`config.mk`:
```
export PLATFORM = sky130hd
export DESIGN_NAME = fsfe_square
export DESIGN_NICKNAME = d
export VERILOG_FILES = /design/src/hw/rtl/fsfe_pkg.sv /design/src/hw/rtl/fsfe_square.sv
export SDC_FILE = /design/constraint.sdc
export NUM_CORES = 1
export LEC_CHECK = 0
export BUFFER_PORTS_ARGS = -buffer_cell sky130_fd_sc_hd__buf_4
export CORE_ASPECT_RATIO = 1.25
export CORE_MARGIN = 3
export CORE_UTILIZATION = 45
export CTS_BUF_LIST = sky130_fd_sc_hd__clkbuf_4 sky130_fd_sc_hd__clkbuf_8
export DETAILED_ROUTE_END_ITERATION = 7
export GPL_ROUTABILITY_DRIVEN = 0
export MAX_ROUTING_LAYER = met4
export PLACE_DENSITY = 0.69
export SYNTH_ARGS = -nofsm -noshare
export SYNTH_HDL_FRONTEND = slang
export SYNTH_SLANG_ARGS = --single-unit
```
`constraint.sdc`:
```
create_clock -name clock -period 6.9 [get_ports clock]
set_clock_uncertainty 0.05 [all_clocks]
set_input_delay 1.035 -clock clock [delete_from_list [all_inputs] [get_ports clock]]
set_output_delay 1.035 -clock clock [all_outputs]
set_load 0.02 [all_outputs]
```
`src/hw/rtl/fsfe_pkg.sv`:
```
// Shared constants and types for the framebuffer shape fill engine.
// Used by the frame store, the squaring unit and the top level; no dependencies.
`timescale 1ns / 1ps

package fsfe_pkg;

   localparam int SCREEN_WIDTH_DEFAULT  = 64;
   localparam int SCREEN_HEIGHT_DEFAULT = 64;

   // Widest row address the store interface carries (screens up to 256 rows).
   localparam int ROW_ADDR_W = 8;

   // Signed distance width in sixteenths of a pixel and width of its square.
   localparam int DIST_W = 14;
   localparam int SQ_W   = 27;

   localparam logic [1:0] CMD_CLEAR  = 2'd0;
   localparam logic [1:0] CMD_RECT   = 2'd1;
   localparam logic [1:0] CMD_CIRCLE = 2'd2;
   localparam logic [1:0] CMD_SHOW   = 2'd3;

   localparam logic [6:0] CHAR_BOTH   = 7'h43;
   localparam logic [6:0] CHAR_TOP    = 7'h5E;
   localparam logic [6:0] CHAR_BOTTOM = 7'h5F;
   localparam logic [6:0] CHAR_NONE   = 7'h20;

   typedef struct packed {
      logic                  rd_en;
      logic [ROW_ADDR_W-1:0] rd_row;
      logic                  wr_en;
      logic [ROW_ADDR_W-1:0] wr_row;
      logic                  clear;
   } store_ctl_type;

endpackage

```
`src/hw/rtl/fsfe_square.sv`:
```
// Shared squaring unit: one signed distance in, its registered square out.
// Depends on fsfe_pkg for the operand and result widths.
`timescale 1ns / 1ps

module fsfe_square (
   input  logic                               clock,
   input  logic signed [fsfe_pkg::DIST_W-1:0] op,
   output logic        [fsfe_pkg::SQ_W-1:0]   sq
);

   logic signed [2*fsfe_pkg::DIST_W-1:0] prod;
   logic        [fsfe_pkg::SQ_W-1:0]     sq_ff;

   // The operand never reaches -2^13, so the square fits the result width.
   assign prod = op * op;

   always_ff @(posedge clock) begin
      sq_ff <= prod[fsfe_pkg::SQ_W-1:0];
   end

   assign sq = sq_ff;

endmodule

```
==> results.md <==
- Rows: 51
- Slew headroom: 64.2%
- DIE WIDTH: 119 um
- Fillers: 1491
- WHS Endpoint: sq[0]
- Layout cells sized above 1: 6.82%
- CP startpoint kind: primary input
- Via Count: 4898
- Crit path time final: 6460 ps
- DP HPWL: 12400 um
- Top post-synthesis cells by area: fa_1 (47%), inv_1 (13%), ha_1 (11%)
- Worst Hold Depth: 1
- Final slew viol count: 0
- Max stage delay on crit path: 510 ps
- Main synth FF type: dfxtp_1
- Grt total ovfl: 0
- Nets: 1055
- Top-count cell post-synth: inv_1
- DRT Pass-1 Iters: 4
- Max reg flops: 26
- Final setup fails: 0
- Initial Utilization: 46.2%
- CTS tree: built
- Critical Path AT: 6570 ps
- Post-DP Area: 7710 um2
- Flops & latches, synth: 26
- Final Hold Vio Count: 0
- Final worst-path cycle share: 93.6%
- CTS Sinks: 26
- Syn Area/Cell: 9.25 um2
- H-tree depth: 1
- Outcome: completed
- Vias in the first global route: 5651
- CP Cell Sequence: buf_4 > inv_1 > nor2_1 > fa_1 > inv_1 > fa_1 > inv_1 > fa_1 > fa_1 > fa_1 > inv_1 > fa_1 > inv_1 > ha_1 > a21oi_1 > o21ai_1 > a221oi_1 > nor3b_1 > a211oi_1 > o21bai_1 > xnor2_1
- I/O Buffers: 40
- Yosys top cell area share: 47.4%
- Commonest cells post-synth: inv_1 (249), fa_1 (171), nand2_1 (65)
- Hold WC Path Type: primary input to register
- Slowest CP cell: fa_1
- Worst hold slack: 948 ps
- Worst-path clk slew: 90 ps
- GRT Util Overall: 18.4%
- CP endpoint kind: register
- Root buffer cell: clkbuf_8
- Syn. warnings: 0
- Syn-to-layout area delta: 7.82%
- Design area: 7780 um2
- Io pins: 42
- Largest net degree at the start of global routing: 19
- Die Height: 148 um
- Die area: 17600 um2
- Hold Startpoint: op[0]
- Synth unique cells: 48
- RSZ-0062 raised after global routing: no
- Fmax: 155 MHz
- WL met3: 303 um
- Most common cell on crit path: fa_1
- Mapped Cells: 780
- Crit path required time: 7010 ps
- WS Path Type: primary input to register
- Drt wl/cell: 14.0 um
- Core box area: 15600 um2
- Area leader, netlist: fa_1
- Crit-path max FO: 14
- DRT iter0 DRCs: 178
- Initial antenna violation count: 0
- TNS Setup: 0 ps
- Clock tree buffer depth: 2
- Routed Antenna Nets: 0
- Setup Fix Bufs, Post-CTS: 0
- Hold_buf cts: 0
- Post-CTS resize count: 0
- Max Cap Viol: 0
- Mapped Area: 7220 um2
- Async S/R FF share, synth: 0%
- Seq/Total Area, Yosys: 7.21%
- M1 WL: 5170 um
- Total CTS buffers: 3
- Antenna fix cells: 0
- Worst slew pin tran: 536 ps
- Drc violations: 0
- WL final: 14200 um
- DR top layer: met4
- Global-route wire length before repair: 25400 um
- Routed vias/inst: 4.81
- Routed wl met2: 8360 um
- Net Count, Synth: 1028
- Post-synth EDFFs: 0
[stage by stage]
| step | setup slack, ps | util (%) | cells |
|---|---|---|---|
| after floorplan | 347 | - | 780 |
| after global placement | 321 | 49.3 | 1014 |
| after detailed placement | 166 | 49.3 | 1014 |
| after CTS | 456 | 49.8 | 1018 |
| after global routing | 21.5 | 49.8 | 1018 |
| final | 444 | 49.8 | 1018 |
[critical path: cells and delay by family]
family	cells	cell delay [ps]
buffers and inverters	6	710
adders and majority gates	7	3310
and+or+nand+nor	2	230
xor gates and xnor gates	1	120
AOI/OAI and AO/OA	5	1150
[layout make-up]
cell class | instances | area (um2) | share of cell area [%]
Clock buffer | 3 | 41.3 | 0.531
Clock inverter | 1 | 30.0 | 0.386
Inverter | 249 | 935 | 12.0
Multi-Input combinational cell | 485 | 5670 | 72.9
Sequential cell | 26 | 520 | 6.69
Tap cell | 212 | 265 | 3.41
Timing Repair Buffer | 42 | 315 | 4.05
[kinds of logic after synthesis]
family / share of synthesized area (%)
buffers and inverters: 14.2
other: 0.0520
flip-flops: 7.21
AND/OR/NAND/NOR: 10.1
AO/OA/AOI/OAI: 5.44
XOR/XNOR: 4.49
multiplexers: 0.312
adder cells (fa/ha/maj): 58.2
[placed cells by master, fill, tap and decap left out, types with 3 or more instances in the layout]
master,n
nor2_1,35
a21o_1,10
nand3_1,4
nand2_1,65
o21ai_0,4
xor2_1,11
inv_1,249
fa_1,171
o21ai_1,5
a21oi_1,17
clkbuf_8,3
dfxtp_1,26
and2_1,32
nor2b_1,3
ha_1,62
o21bai_1,3
xnor2_1,26
buf_4,42
o21a_1,3
[worst max path at each step]
stage,startpoint,endpoint,slack [ps],depth (start not counted)
floorplan,op[2],sq[26],350,21
global placement,op[11],sq[26],320,19
detailed placement,op[13],sq[26],170,21
CTS,op[13],sq[26],460,21
global route,op[10],sq[26],20,23
finish,op[13],sq[26],440,21
[layer usage]
layer / track usage (%) / vias up
li1: - / 2286
met1: 19.4 / 2491
met2: 36.6 / 92
met3: 1.34 / 29
met4: 4.70 / 0
met5: - / -
Power is left out: the tool's default activity adds up to more than one toggle a clock period on the data nets, which glitch-free logic cannot reach.
